[src/rtl/core/kabf_mul.sv]
`default_nettype none
module kabf_mul (
  input  wire logic               clk,
  input  wire logic signed [32:0] a,
  input  wire logic signed [33:0] b,
  output logic signed [66:0]      p
);
  logic signed [66:0] p_r;
  always_ff @(posedge clk) p_r <= a * b;
  assign p = p_r;
endmodule
`default_nettype wire

[config.mk]
export PLATFORM = sky130hd
export DESIGN_NAME = kabf_mul
export DESIGN_NICKNAME = d
export VERILOG_FILES = /design/src/rtl/core/kabf_mul.sv
export SDC_FILE = /design/constraint.sdc
export NUM_CORES = 2
export LEC_CHECK = 0
export BUFFER_PORTS_ARGS = -buffer_cell sky130_fd_sc_hd__buf_4
export CAP_MARGIN = 20
export CORE_ASPECT_RATIO = 1.75
export CORE_MARGIN = 2
export CORE_UTILIZATION = 35
export DETAILED_ROUTE_END_ITERATION = 6
export PLACE_DENSITY_LB_ADDON = 0.15
export SLEW_MARGIN = 5
export SYNTH_ARGS = -nofsm -noshare
export SYNTH_HDL_FRONTEND = slang
export SYNTH_SLANG_ARGS = --single-unit
[constraint.sdc]
create_clock -name clk -period 9.2 [get_ports clk]
set_input_delay 1.84 -clock clk [delete_from_list [all_inputs] [get_ports clk]]
set_output_delay 1.84 -clock clk [all_outputs]
set_load 0.1 [all_outputs]
==> results_dict.tcl <==
set metrics [dict create \
    path_delay_family "adder cells" \
    cp_max_fo 17 \
    drc 0 \
    syn_avg_cell_area_um2 9.39 \
    largest_reg_flops 67 \
    synthFlopType "dfxtp_1" \
    tightest_slew_ns 0.422 \
    ios 135 \
    synth_edf_count 0 \
    clock_path_buffers 2 \
    synth.distinct_cells 63 \
    ant_nets 0 \
    routabilityCongestion 0.955 \
    area_delta_synth_final_pct 16.6 \
    grt_first_pass_wirelength_mm 208 \
    max_stage_delay_ns 0.69 \
    synth_cells 4398 \
    crit_slowest_cell "fa_2" \
    ys_warn_count 0 \
    period_share_pct 97.8 \
    die_h_um 458 \
    crit_type "in -> reg" \
    port_buffers 134 \
    via_count 29900 \
    drive_above_1_share_pct 14.8 \
    required_ns 9.54 \
    first_global_vias 35100 \
    crit_top_cell "fa_1" \
    cp-end-kind "register" \
    wirelength_mm 136 \
    cap_violations 0 \
    htreeDepth 3 \
    startpoint_type "primary input" \
    rows 166 \
    max_freq_mhz 111 \
    first_iter_violations 973 \
    fin_cells 6323 \
    root_buffer "clkbuf_16" \
    antenna_found_initial 3 \
    initial_utilization_pct 35.3 \
    synthesis.area_mm2 0.0413 \
    hp-class "in -> reg" \
    clock_sinks 67 \
    grt_usage_pct 23.6 \
    slew_violations 0 \
    place_hpwl_mm 120 \
    layout.nets 6267 \
    finalSetupViolCount 0 \
    rsz0062_at_grt "true" \
    synth-seq-cells 67 \
    dieArea_mm2 0.121 \
    die_width_um 264 \
    core_area_mm2 0.117 \
    hold_slack_ns 1.93 \
    wl_per_cell_um 21.5 \
    ctsHoldBuffers 0 \
    asyncSetResetFlopFracSynth_pct 0 \
    grt_overflow 0 \
    placedCellCount 6298 \
    dr.pass1.iters 5 \
    grt_start_max_net_pins 27 \
    min_period_ns 9.00 \
    cts_tree "built" \
    path_buf_inv 8 \
    synth_nets 5861 \
    final_hold_viol_count 0 \
    clk_pin_slew_worst_paths_ns 0.07 \
    outcome "finished, final reports clean" \
    numCtsBuffers 9 \
    viasPerCell 4.73 \
    yosysSeqAreaShare_pct 3.25 \
    arrival_ns 9.33 \
    relSlewSlack_pct 71.5 \
]
==> layout make-up <==
class | count | area [um^2]
Multi-Input combinational cell | 2933 | 34900
Inverter | 1166 | 4380
Clock inverter | 7 | 76.3
Timing Repair Buffer | 627 | 5320
Tap cell | 1512 | 1890
Clock buffer | 9 | 225
Sequential cell | 67 | 1340
Antenna cell | 2 | 5.00
Fill cell | 11900 | 68800
==> cells in the mapped netlist, types with 3 or more instances <==
cell type / n / area share [%]
a31oi_1: 10 / 0.15
ha_1: 219 / 6.6
nor4_1: 3 / 0.045
a211oi_1: 8 / 0.15
o21a_1: 5 / 0.091
o21bai_1: 13 / 0.24
inv_1: 1165 / 11
and2_1: 551 / 8.3
nand2b_1: 13 / 0.20
a21o_1: 34 / 0.62
nand4_1: 11 / 0.17
nor2_1: 59 / 0.54
nor2b_1: 10 / 0.15
o21ai_0: 30 / 0.36
xor2_1: 17 / 0.36
buf_2: 4 / 0.048
and3_1: 6 / 0.091
clkbuf_1: 228 / 2.1
nand3_1: 8 / 0.097
fa_1: 1176 / 57
xnor2_1: 54 / 1.1
dfxtp_1: 67 / 3.2
and4_1: 4 / 0.085
o21ai_1: 5 / 0.061
nand2_1: 578 / 5.3
nor3_1: 11 / 0.13
a21oi_1: 62 / 0.75
==> layer usage <==
metal  global-route usage [%]  part of all wire, %  vias to the layer above
li1                         -                    -                    13200
met1                     20.4                   29                    15800
met2                     48.7                   60                      563
met3                     2.21                  2.2                      278
met4                     17.8                  8.8                        2
met5                        0                0.011                        -
==> per-stage QoR <==
| step | util (%) | setup slack, ns | TNS (ns) | instance area (um^2) |
|---|---|---|---|---|
| 6_report | 41.2 | 0.203 | 0 | 48100 |
| 5_1_grt | 41.2 | -0.0181 | -0.0302 | 48100 |
| 3_3_place_gp | 40.6 | -0.797 | -9.24 | 47400 |
| 4_1_cts | 40.9 | 0.00221 | 0 | 47900 |
| 3_5_place_dp | 40.6 | -0.842 | -9.13 | 47400 |
| 2_1_floorplan | - | 0.0153 | 0 | 41300 |
==> repair_timing <==
| action | CTS | global route |
|---|---|---|
| endpoints found under the setup margin | 11 | 14 |
| pin swaps | 4 | 27 |
| buffers inserted | 5 | 4 |
| gates resized for setup | 17 | 75 |
| hold endpoints to repair | 0 | 0 |
==> tightest hold or removal path, delay by kind of cell <==
family	cells	cell delay, ns
simple gates	1	0.14
buf+inv	2	0.32
==> path summary, 6_finish.rpt <==
path	slack (ns)	depth (start not counted)	startpoint	to
setup / recovery	0.20	26	b[17]	p[61]
hold / removal	1.93	3	a[0]	p[0]
==> cells by family after synthesis <==
| family | synth area share [%] |
|---|---|
| adders and majority gates | 63.6 |
| DFF | 3.25 |
| xor gates and xnor gates | 1.51 |
| buffers and inverters | 12.7 |
| AOI/OAI and AO/OA | 3.57 |
| muxes | 0.0757 |
| and+or+nand+nor | 15.2 |
==> layout by cell type (no fill, tap or decap), drive strengths merged, types with 6 or more instances in the layout <==
master and instances:
inv 1167, nand2b 13, a21o 34, fa 1176, nor2b 10, nor2 59, clkbuf 9, a211oi 10
nand4 11, ha 219, nand2 578, xor2 17, and3 6, nand3 9, xnor2 54, dfxtp 67
a21oi 64, buf 627, o21bai 14, o21ai 36, and2 551, a31oi 11, nor3 11
Power is not shown: default switching activity piles up to over one toggle a cycle in this logic, so the estimate is an artifact.
