**src/rtl/core/kabf_pkg.sv**
```systemverilog
`default_nettype none
package kabf_pkg;
  localparam int unsigned DataW = 32;
  localparam int unsigned NoiseW = 31;
  localparam int unsigned DtW = 16;
  localparam int unsigned CfgIdxW = 2;
  localparam int unsigned DivW = 56;
  localparam int unsigned DivCntW = 6;

  localparam logic [NoiseW-1:0] AngleNoiseRst = 31'd16777;
  localparam logic [NoiseW-1:0] BiasNoiseRst = 31'd50332;
  localparam logic [NoiseW-1:0] MeasNoiseRst = 31'd503316;

  localparam logic [CfgIdxW-1:0] RegAngleNoise = 2'd0;
  localparam logic [CfgIdxW-1:0] RegBiasNoise = 2'd1;
  localparam logic [CfgIdxW-1:0] RegMeasNoise = 2'd2;

  typedef enum logic [4:0] {
    S_IDLE, S_RATE, S_ANG, S_DTP, S_P00, S_P11, S_INNOV,
    S_DIV0_GO, S_DIV0, S_DIV1_GO, S_DIV1,
    S_CA, S_CB, S_C00, S_C01, S_C10, S_C11, S_OUT
  } state_t;

  typedef struct packed {
    logic start;
    logic neg;
    logic [DataW-1:0] num_mag;
    logic [DataW:0] den_mag;
  } div_req_t;

  typedef struct packed {
    logic busy;
    logic signed [DataW-1:0] gain;
  } div_rsp_t;

  function automatic logic signed [DataW-1:0] sat32(input logic signed [67:0] v);
    if (v > 68'sd2147483647) return 32'sh7fffffff;
    if (v < -68'sd2147483648) return 32'sh80000000;
    return v[DataW-1:0];
  endfunction
endpackage
`default_nettype wire

```
**src/rtl/core/kabf_div.sv**
```systemverilog
`default_nettype none
module kabf_div (
  input  wire logic           clk,
  input  wire logic           rst_n,
  input  kabf_pkg::div_req_t  req,
  output kabf_pkg::div_rsp_t  rsp
);
  localparam int unsigned W = kabf_pkg::DivW;
  logic [W-1:0] quo_r, quo_nxt;
  logic [W:0] rem_r, rem_nxt;
  logic [kabf_pkg::DataW:0] den_r;
  logic neg_r;
  logic [kabf_pkg::DivCntW-1:0] cnt_r, cnt_nxt;
  logic busy_r;
  logic [W:0] trial;
  logic [W-1:0] q_sat;

  always_comb begin
    trial = {rem_r[W-1:0], quo_r[W-1]};
    quo_nxt = {quo_r[W-2:0], 1'b0};
    rem_nxt = trial;
    if (trial >= {{(W-kabf_pkg::DataW){1'b0}}, den_r}) begin
      rem_nxt = trial - {{(W-kabf_pkg::DataW){1'b0}}, den_r};
      quo_nxt[0] = 1'b1;
    end
    cnt_nxt = cnt_r - 1'b1;
  end

  always_ff @(posedge clk) begin
    if (!rst_n) begin
      busy_r <= 1'b0;
      cnt_r <= '0;
    end else if (req.start) begin
      busy_r <= 1'b1;
      cnt_r <= kabf_pkg::DivCntW'(W);
      quo_r <= {req.num_mag, 24'd0};
      rem_r <= '0;
      den_r <= req.den_mag;
      neg_r <= req.neg;
    end else if (busy_r) begin
      quo_r <= quo_nxt;
      rem_r <= rem_nxt;
      cnt_r <= cnt_nxt;
      if (cnt_r == kabf_pkg::DivCntW'(1)) busy_r <= 1'b0;
    end
  end

  always_comb begin
    q_sat = (quo_r > W'(64'h80000000)) ? W'(64'h80000000) : quo_r;
    rsp.busy = busy_r;
    rsp.gain = kabf_pkg::sat32(neg_r ? -$signed({12'd0, q_sat}) : $signed({12'd0, q_sat}));
  end
endmodule
`default_nettype wire

```
**config.mk**
```make
export PLATFORM = sky130hd
export DESIGN_NAME = kabf_div
export DESIGN_NICKNAME = d
export VERILOG_FILES = /design/src/rtl/core/kabf_pkg.sv /design/src/rtl/core/kabf_div.sv
export SDC_FILE = /design/constraint.sdc
export NUM_CORES = 1
export LEC_CHECK = 0
export BUFFER_PORTS_ARGS = -buffer_cell sky130_fd_sc_hd__buf_2
export CAP_MARGIN = 10
export CELL_PAD_IN_SITES_DETAIL_PLACEMENT = 0
export CELL_PAD_IN_SITES_GLOBAL_PLACEMENT = 2
export CORE_ASPECT_RATIO = 1.75
export CORE_MARGIN = 1.5
export CORE_UTILIZATION = 41
export CTS_CLUSTER_DIAMETER = 100
export DETAILED_ROUTE_END_ITERATION = 10
export PLACE_DENSITY = 0.9
export SYNTH_ARGS = -nofsm -noshare
export SYNTH_HDL_FRONTEND = slang
export SYNTH_SLANG_ARGS = --single-unit
```
**constraint.sdc**
```tcl
create_clock -name clk -period 9.8 [get_ports clk]
set_input_delay 1.47 -clock clk [delete_from_list [all_inputs] [get_ports clk]]
set_output_delay 1.47 -clock clk [all_outputs]
set_load 0.1 [all_outputs]
```
==> metrics.txt, run 1 <==
# TYPE chip_impl_metric gauge
chip_impl_info{name="outcome",value="complete, no violations"} 1
chip_impl_metric{name="drv.max_cap_violation_count",unit=""} 0
chip_impl_metric{name="ratio_of_cells_with_drive_above_1_in_the_final_layout",unit="%"} 18.79
chip_impl_metric{name="timing.critical_path.slowest_cell_delay",unit="ps"} 590
chip_impl_metric{name="max_buffers_root_to_sink",unit=""} 2
chip_impl_metric{name="dr_total_vias",unit=""} 7222
chip_impl_metric{name="syn-cell-area",unit="um^2"} 9419
chip_impl_info{name="dominantRegCellSynth",value="edfxtp_1"} 1
chip_impl_metric{name="cts_buffers",unit=""} 17
chip_impl_metric{name="fillers",unit=""} 2258
chip_impl_metric{name="die_height",unit="um"} 203.5
chip_impl_metric{name="synth-edff-count",unit=""} 146
chip_impl_metric{name="flops_latches_synth",unit=""} 153
chip_impl_metric{name="post_synthesis_adder_cell_area_fraction",unit="%"} 4.995
chip_impl_metric{name="clock_insertion_delay_worst_skew",unit="ps"} 450
chip_impl_info{name="setup.worst_path.start_class",value="register"} 1
chip_impl_metric{name="initial_utilization",unit="%"} 41.58
chip_impl_metric{name="asyncSetResetFlopFracSynth",unit="%"} 0
chip_impl_metric{name="worst_case_setup_slack_after_placement",unit="ps"} 3681
chip_impl_metric{name="drt-wirelength-per-cell",unit="um"} 17.53
chip_impl_metric{name="area_growth",unit="%"} 14.78
chip_impl_metric{name="design.die.area",unit="um^2"} 23930
chip_impl_metric{name="tns",unit="ps"} 0
chip_impl_metric{name="period_share",unit="%"} 67.15
chip_impl_metric{name="final.hold.worst_slack",unit="ps"} 501.4
chip_impl_metric{name="power.static_leakage",unit="nW"} 4.077
chip_impl_metric{name="grt_max_degree",unit=""} 86
chip_impl_metric{name="slew_headroom",unit="%"} 36.28
chip_impl_metric{name="layout_setup_ws",unit="ps"} 3219
chip_impl_info{name="top_cell_type_by_total_area_after_synthesis",value="edfxtp_1"} 1
chip_impl_metric{name="critical_path_arrival",unit="ps"} 5110
chip_impl_metric{name="cp.required",unit="ps"} 8330
chip_impl_metric{name="route.detailed.drc",unit=""} 0
chip_impl_metric{name="drt_pre_antenna_iters",unit=""} 4
chip_impl_metric{name="worst-path-stages",unit=""} 13
chip_impl_metric{name="number_of_rows_in_the_core_area",unit=""} 73
chip_impl_info{name="path_cells",value="nor4_2 -> nand3_1 -> or4_1 -> nor4_2 -> o21a_1 -> nand2_1 -> ha_1 -> nand2_1 -> nand3_1 -> a21o_1 -> and2_1 -> o21ai_0 -> buf_2"} 1
chip_impl_metric{name="place_congestion",unit=""} 0.8907
chip_impl_metric{name="clkSlewWorstSetupHoldPaths",unit="ps"} 70
chip_impl_metric{name="yosysWarningCount",unit=""} 0
chip_impl_metric{name="final_nets",unit=""} 1120
chip_impl_metric{name="final_max_slew_viols",unit=""} 0
chip_impl_metric{name="synth-simple-area-share",unit="%"} 17.55
chip_impl_metric{name="synth_top_cell_area_share",unit="%"} 46.55
chip_impl_metric{name="syn-num-nets",unit=""} 1038
chip_impl_metric{name="worstPathBufferInverterCount",unit=""} 1
chip_impl_metric{name="ioPinCount",unit=""} 102
chip_impl_info{name="tritoncts",value="built"} 1
chip_impl_metric{name="clkSinkCount",unit=""} 153
chip_impl_metric{name="hpwlAfterDp",unit="mm"} 16.79
chip_impl_metric{name="cts_resized",unit=""} 0
chip_impl_info{name="end_kind",value="primary output"} 1
chip_impl_info{name="synth_top_cells_by_area",value="edfxtp_1 47%, ha_1 4.8%, mux2_2 4.2%, xor2_1 3.6%, a21oi_1 3.4%"} 1
chip_impl_metric{name="peakVddDrop",unit="V"} 0.0001023
chip_impl_metric{name="cts_hold_repair.buffers",unit=""} 0
chip_impl_metric{name="grt_antenna_before_repair",unit=""} 1
chip_impl_metric{name="clock-skew-final",unit="ps"} 9.441
chip_impl_metric{name="htreeDepth",unit=""} 4
chip_impl_metric{name="worst_margin_slew",unit="ps"} 955.7
chip_impl_metric{name="core_area",unit="um^2"} 22650
chip_impl_metric{name="cts_setup_buffers",unit=""} 0
chip_impl_info{name="critical_path.slowest_cell",value="or4_1"} 1
chip_impl_metric{name="worstHoldPathCells",unit=""} 2
chip_impl_metric{name="final_core_utilization",unit="%"} 47.73
chip_impl_metric{name="dieWidth",unit="um"} 117.6
chip_impl_metric{name="syn-mean-instance-area",unit="um^2"} 10.11
chip_impl_info{name="worst-setup-path-type",value="register to primary output"} 1
chip_impl_metric{name="wl",unit="mm"} 23.28
chip_impl_metric{name="timing.final.hold_violations",unit=""} 0
chip_impl_info{name="cts_root_buf",value="clkbuf_16"} 1
chip_impl_metric{name="power.density_cell_area",unit="nW/um^2"} 180.4
chip_impl_metric{name="setup_viols_final",unit=""} 0
chip_impl_metric{name="synthDistinctLibCells",unit=""} 66
chip_impl_metric{name="globalRouteTotalUtil",unit="%"} 20.02
chip_impl_metric{name="detailedRoute.firstIterationViolations",unit=""} 454
chip_impl_info{name="rsz0062_at_grt",value="false"} 1
chip_impl_metric{name="timing.final.crit_period",unit="ps"} 6581
chip_impl_metric{name="synth_cells",unit=""} 932
chip_impl_metric{name="synth_xor_xnor_area_share",unit="%"} 6.044
chip_impl_metric{name="detail-route-antenna-nets",unit=""} 0
chip_impl_metric{name="synth.yosys.seq_area_share",unit="%"} 48.03
chip_impl_metric{name="vias_in_the_first_global_route",unit=""} 7367
chip_impl_metric{name="cell_depth_of_the_worst_flop_to_flop_path",unit=""} 12
chip_impl_metric{name="synth-compound-area-share",unit="%"} 15.38
chip_impl_metric{name="grt_overflow",unit=""} 0
chip_impl_info{name="synth_top_family_by_area",value="simple AND/OR/NAND/NOR gates"} 1
chip_impl_info{name="critical_path.top_delay_family",value="simple AND/OR/NAND/NOR gates"} 1
chip_impl_metric{name="clock.fmax",unit="MHz"} 152.0
chip_impl_info{name="holdCritPathClass",value="register to register"} 1
chip_impl_metric{name="synth_mux_area_share",unit="%"} 4.397
chip_impl_metric{name="numPortBuffers",unit=""} 101
chip_impl_metric{name="detail_routed_via_count_per_cell",unit=""} 5.438
chip_impl_metric{name="grt_pass1_wl",unit="mm"} 37.59
chip_impl_metric{name="timing.critical_path.fanout_max",unit=""} 27
[final timing paths]
check | startpoint | endpoint | slack (ps)
worst max-delay path | quo_r[17] | rsp[30] | 3220
worst min-delay path | cnt_r[1] | cnt_r[1] | 500
worst max register to register | den_r[1] | rem_r[46] | 5920
worst min register to register | cnt_r[1] | cnt_r[1] | 500
[per-stage QoR]
| stage | cells | power [mW] | instance area [um^2] |
|---|---|---|---|
| global placement | 1295 | 1.264 | 10190 |
| CTS | 1327 | 1.970 | 10810 |
| finish | 1328 | 1.950 | 10810 |
| global route | 1328 | 2.042 | 10810 |
| detailed placement | 1295 | 1.264 | 10190 |
| floorplan | 932 | 1.162 | 9419 |
[layout by cell type, fill, tap and decap left out, drive strengths merged, types with 16 or more instances in the layout]
cell    count
a211oi     16
a21o       20
a21oi      64
buf       106
clkbuf     18
edfxtp    146
ha         36
inv        53
mux2       35
nand2      84
nand3      29
nor2       74
nor2b      35
nor3       18
nor4       18
o21ai      60
xnor2      26
xor2       39
[Yosys cell counts (4+ instances only)]
master      n
o21a_1     12
xnor2_1    26
dfxtp_1     7
ha_1       36
a211oi_1   16
nand2b_1    9
nand2_1    84
clkbuf_1   40
or4_1       9
o21bai_1    7
and2_1      5
edfxtp_1  146
o22ai_1     6
xor2_1     39
nor4_1     15
o21ai_1     9
nor2_1     74
mux2_2     35
inv_1      46
o21ai_0    51
nand4_1    12
o211ai_1    8
a21o_1     20
nand3_1    29
or3_1      11
nor3_1     16
or4_4       4
nor2b_1    35
a21oi_1    64
o31ai_1     7
[state kept, by name, summed over array words and instances, names as in the netlist]
name / flops
cnt_r: 6
quo_r: 56
rem_r: 56
busy_r: 1
den_r: 33
neg_r: 1
[routing by layer]
metal / vias up / share of wire (%) / routed length, um / GRT usage (%)
li1: 3602 / - / - / -
met1: 3433 / 38 / 8830 / 20.39
met2: 147 / 56 / 13060 / 39.08
met3: 40 / 3.0 / 707 / 3.104
met4: 0 / 2.9 / 682 / 10.15
met5: - / 0 / 0 / 0
[worst min-delay path, stage by stage, from the launching register on]
cell and delay, ps:
dfxtp_1 330, nor2_1 80, a211oi_1 50
[power by group]
part	total [mW]	switching [mW]	internal, mW
Sequential	0.820	0.0370	0.783
Clock	0.699	0.292	0.408
Combinational	0.431	0.276	0.155
[cells by family after synthesis]
family / Yosys count
muxes: 37
and+or+nand+nor: 322
DFF: 153
adders and majority gates: 37
AOI/OAI and AO/OA: 229
xor gates and xnor gates: 65
buffers and inverters: 89
[layout make-up]
| type | count | area [um^2] | area share, % |
|---|---|---|---|
| multi-input combinational | 690 | 4576 | 42.32 |
| inverter | 46 | 172.7 | 1.597 |
| sequential | 153 | 4524 | 41.85 |
| clock buffer | 18 | 429.2 | 3.969 |
| timing repair buffer | 106 | 545.5 | 5.046 |
| antenna | 1 | 2.502 | 0.02315 |
| tap | 300 | 375.4 | 3.472 |
| clock inverter | 14 | 186.4 | 1.724 |
Power figures use the tool's default switching activity.
==> inputs of run 2 (changes only) <==
--- a/config.mk
+++ b/config.mk
@@ -5,16 +5,17 @@
 export SDC_FILE = /design/constraint.sdc
 export NUM_CORES = 1
 export LEC_CHECK = 0
+export ABC_AREA = 1
 export BUFFER_PORTS_ARGS = -buffer_cell sky130_fd_sc_hd__buf_2
 export CAP_MARGIN = 10
 export CELL_PAD_IN_SITES_DETAIL_PLACEMENT = 0
 export CELL_PAD_IN_SITES_GLOBAL_PLACEMENT = 2
 export CORE_ASPECT_RATIO = 1.75
 export CORE_MARGIN = 1.5
-export CORE_UTILIZATION = 41
+export CORE_UTILIZATION = 35
 export CTS_CLUSTER_DIAMETER = 100
 export DETAILED_ROUTE_END_ITERATION = 10
-export PLACE_DENSITY = 0.9
+export PLACE_DENSITY = 0.86
 export SYNTH_ARGS = -nofsm -noshare
 export SYNTH_HDL_FRONTEND = slang
 export SYNTH_SLANG_ARGS = --single-unit
==> constraint.sdc (replaced) <==
create_clock -name clk -period 6.5 [get_ports clk]
set_input_delay 0.975 -clock clk [delete_from_list [all_inputs] [get_ports clk]]
set_output_delay 0.975 -clock clk [all_outputs]
set_load 0.1 [all_outputs]
==> run 2 against run 1 <==
Flip-flop and latch count is the same. Utilization shrank 7.9 points. Clock-buffer cell count fell by 1. Combinational power up 120%. Global-route usage grew 2.4 points. Register-to-register slack worse by 3100 ps. Total power grew 67%.
==> metrics.txt, run 2 <==
# TYPE chip_impl_metric gauge
chip_impl_metric{name="final.hold.worst_slack",unit="ps"} 480.0
chip_impl_metric{name="globalRouteTotalUtil",unit="%"} 22.41
chip_impl_metric{name="clkSinkCount",unit=""} 153
chip_impl_info{name="tritoncts",value="built"} 1
chip_impl_metric{name="power.static_leakage",unit="nW"} 5.539
chip_impl_metric{name="timing.final.hold_violations",unit=""} 0
chip_impl_metric{name="cts_hold_repair.buffers",unit=""} 0
chip_impl_metric{name="worst_setup_slack_for_register_to_register_paths",unit="ps"} 2820
chip_impl_metric{name="syn-cell-area",unit="um^2"} 11090
chip_impl_metric{name="vias_in_the_first_global_route",unit=""} 9821
chip_impl_metric{name="cell_depth_of_the_worst_flop_to_flop_path",unit=""} 14
chip_impl_metric{name="route.detailed.drc",unit=""} 0
chip_impl_metric{name="dr_total_vias",unit=""} 9950
chip_impl_info{name="outcome",value="complete, no violations"} 1
chip_impl_metric{name="hpwlAfterDp",unit="mm"} 28.00
chip_impl_metric{name="seqCellArea",unit="um^2"} 4524
chip_impl_info{name="end_kind",value="primary output"} 1
chip_impl_metric{name="detailedRoute.firstIterationViolations",unit=""} 491
chip_impl_metric{name="asyncSetResetFlopFracSynth",unit="%"} 0
chip_impl_metric{name="cts_setup_buffers",unit=""} 0
chip_impl_metric{name="grt_pass1_wl",unit="mm"} 53.71
chip_impl_info{name="top_regs",value="quo_r x56, rem_r x56, den_r x33"} 1
chip_impl_metric{name="peakVddDrop",unit="V"} 0.0002114
chip_impl_info{name="rr_endpoint",value="rem_r[50]"} 1
chip_impl_info{name="synth_top_cells_by_area",value="edfxtp_1 40%, nand2_1 14%, nor2_1 11%, inv_1 6.5%, o21ai_0 4.3%"} 1
chip_impl_metric{name="numPortBuffers",unit=""} 101
chip_impl_info{name="holdCritPathClass",value="register to register"} 1
chip_impl_metric{name="cts_buffers",unit=""} 17
chip_impl_info{name="dominantRegCellSynth",value="edfxtp_1"} 1
chip_impl_metric{name="post-layout-total-power",unit="mW"} 3.248
chip_impl_info{name="top_cell_type_by_total_area_after_synthesis",value="edfxtp_1"} 1
chip_impl_metric{name="clock_insertion_delay_worst_skew",unit="ps"} 460
chip_impl_metric{name="place_congestion",unit=""} 0.9532
chip_impl_metric{name="clkSlewWorstSetupHoldPaths",unit="ps"} 70
chip_impl_metric{name="htreeDepth",unit=""} 4
chip_impl_metric{name="critical_path_arrival",unit="ps"} 4130
chip_impl_metric{name="synthDistinctLibCells",unit=""} 48
chip_impl_info{name="synth_commonest_cells",value="406 x nand2_1, 311 x nor2_1, 191 x inv_1"} 1
chip_impl_metric{name="final_nets",unit=""} 1713
chip_impl_metric{name="grt_antenna_before_repair",unit=""} 0
chip_impl_metric{name="syn-num-nets",unit=""} 1632
chip_impl_metric{name="drt-wirelength-per-cell",unit="um"} 17.53
chip_impl_metric{name="tns",unit="ps"} 0
chip_impl_metric{name="grt_max_degree",unit=""} 91
chip_impl_metric{name="die_height",unit="um"} 238.5
chip_impl_metric{name="yosysWarningCount",unit=""} 0
chip_impl_metric{name="fillers",unit=""} 3362
chip_impl_metric{name="ioPinCount",unit=""} 102
chip_impl_info{name="regToRegStartpoint",value="quo_r[55]"} 1
chip_impl_metric{name="drt_pre_antenna_iters",unit=""} 5
chip_impl_info{name="final_cell_mix",value="405 x nand2_1, 311 x nor2_1, 191 x inv_1, 146 x edfxtp_1, 101 x buf_2"} 1
chip_impl_metric{name="synth.yosys.seq_area_share",unit="%"} 40.78
chip_impl_metric{name="clock-skew-final",unit="ps"} 13.42
chip_impl_metric{name="ratio_of_cells_with_drive_above_1_in_the_final_layout",unit="%"} 9.877
chip_impl_metric{name="number_of_rows_in_the_core_area",unit=""} 86
chip_impl_metric{name="multi_input_area",unit="um^2"} 5547
chip_impl_info{name="cts_root_buf",value="clkbuf_16"} 1
chip_impl_metric{name="synth-edff-count",unit=""} 146
chip_impl_info{name="worst-setup-path-type",value="register to primary output"} 1
chip_impl_info{name="holdPathEnd",value="cnt_r[5]"} 1
chip_impl_info{name="hold_start",value="cnt_r[5]"} 1
chip_impl_metric{name="timing.final.crit_period",unit="ps"} 5105
chip_impl_metric{name="final_max_slew_viols",unit=""} 0
chip_impl_info{name="yosys.cell_count.top_type",value="nand2_1"} 1
chip_impl_metric{name="synth_cells",unit=""} 1526
chip_impl_metric{name="cp.required",unit="ps"} 5520
chip_impl_metric{name="synth_top_cell_area_share",unit="%"} 39.52
chip_impl_metric{name="worstHoldPathCells",unit=""} 2
chip_impl_metric{name="drv.max_cap_violation_count",unit=""} 0
chip_impl_metric{name="detail_routed_via_count_per_cell",unit=""} 4.936
chip_impl_info{name="leading_cell_type_in_the_layout_fill_and_taps_excluded",value="nand2_1"} 1
chip_impl_info{name="setup.worst_path.start_class",value="register"} 1
chip_impl_metric{name="num_antenna_cells",unit=""} 0
chip_impl_metric{name="cts_resized",unit=""} 0
chip_impl_metric{name="clock.fmax",unit="MHz"} 195.9
chip_impl_metric{name="grt_overflow",unit=""} 0
chip_impl_metric{name="core_area",unit="um^2"} 31310
chip_impl_metric{name="power.density_cell_area",unit="nW/um^2"} 260.8
chip_impl_metric{name="setup_viols_final",unit=""} 0
chip_impl_metric{name="timing.critical_path.fanout_max",unit=""} 31
chip_impl_info{name="rsz0062_at_grt",value="false"} 1
chip_impl_metric{name="slew_headroom",unit="%"} 23.54
chip_impl_metric{name="worst_margin_slew",unit="ps"} 1147
chip_impl_metric{name="max_buffers_root_to_sink",unit=""} 2
chip_impl_metric{name="detail-route-antenna-nets",unit=""} 0
chip_impl_metric{name="initial_utilization",unit="%"} 35.43
chip_impl_metric{name="area_growth",unit="%"} 12.28
chip_impl_metric{name="period_share",unit="%"} 78.53
chip_impl_metric{name="flops_latches_synth",unit=""} 153
chip_impl_metric{name="syn-mean-instance-area",unit="um^2"} 7.270
chip_impl_metric{name="dieWidth",unit="um"} 137.6
chip_impl_metric{name="wl",unit="mm"} 35.33
chip_impl_metric{name="design.die.area",unit="um^2"} 32820
## run 2: changes by cell type after synthesis, sizes merged, moves of 35 or more
cell   before  now
nor2       74  316
o21ai      60   98
nand2      84  408
nor2b      35    0
inv        46  193
mux2       35    0
## run 2: cell families (layout without fill, tap and decap cells)
family	Yosys count	in the layout	synth area share [%]
simple gates	829	829	30.24
fa+ha+maj	37	37	4.240
compound gates	204	204	10.64
buf+inv	242	336	9.293
flops	153	153	40.78
xor+xnor	61	61	4.816
## run 2: worst max path at each step
stage	to	from	slack, ps
2_1_floorplan	quo_r[0]	req[66]	2050
3_3_place_gp	rsp[17]	quo_r[39]	1990
3_5_place_dp	rsp[17]	quo_r[40]	1900
4_1_cts	rsp[17]	quo_r[33]	1370
5_1_grt	rsp[27]	quo_r[33]	1060
6_report	rsp[17]	quo_r[33]	1400
## run 2: power breakdown
group / switching [mW] / leakage [nW] / internal, mW
Sequential: 0.0778 / 1.49 / 1.21
Combinational: 0.675 / 3.77 / 0.259
Clock: 0.451 / 0.282 / 0.572
Total: 1.20 / 5.54 / 2.04
## run 2: metrics by stage
stage | utilization (%) | setup slack (ps) | area [um^2] | instances
after floorplan | - | 2047 | 11090 | 1526
after global placement | 37.90 | 1993 | 11870 | 1984
after detailed placement | 37.90 | 1896 | 11870 | 1984
after CTS | 39.78 | 1371 | 12460 | 2016
after global routing | 39.78 | 1055 | 12460 | 2016
final | 39.78 | 1395 | 12460 | 2016
## run 2: final cells by class
cell class | instances | share of cell area [%]
clock buffer | 17 | 3.415
clock inverter | 15 | 1.316
inverter | 194 | 5.846
multi-input combinational | 1131 | 44.53
sequential | 153 | 36.32
tap | 396 | 3.978
timing repair buffer | 110 | 4.600
## run 2: critical path, cell delays in order (launching register included)
cell and delay (ps):
edfxtp_1 400, nor2_1 140, nand2_1 60, nor2_1 110, nand2_1 70, nor2_1 390, nand2_1 170, nand2_2 420
inv_2 60, nor2_1 90, inv_1 60, ha_1 190, nand2_1 90, inv_1 80, nand2_2 120, nor2_4 60
a21oi_1 170, o21ai_2 350, nand2_1 190, buf_2 440
## run 2: layer usage
metal,GRT usage [%],routed length (um),vias up
met3,2.884,848,82
li1,-,-,5101
met4,15.69,2487,0
met1,20.22,11940,4553
met2,44.14,20060,214
met5,0,0,-
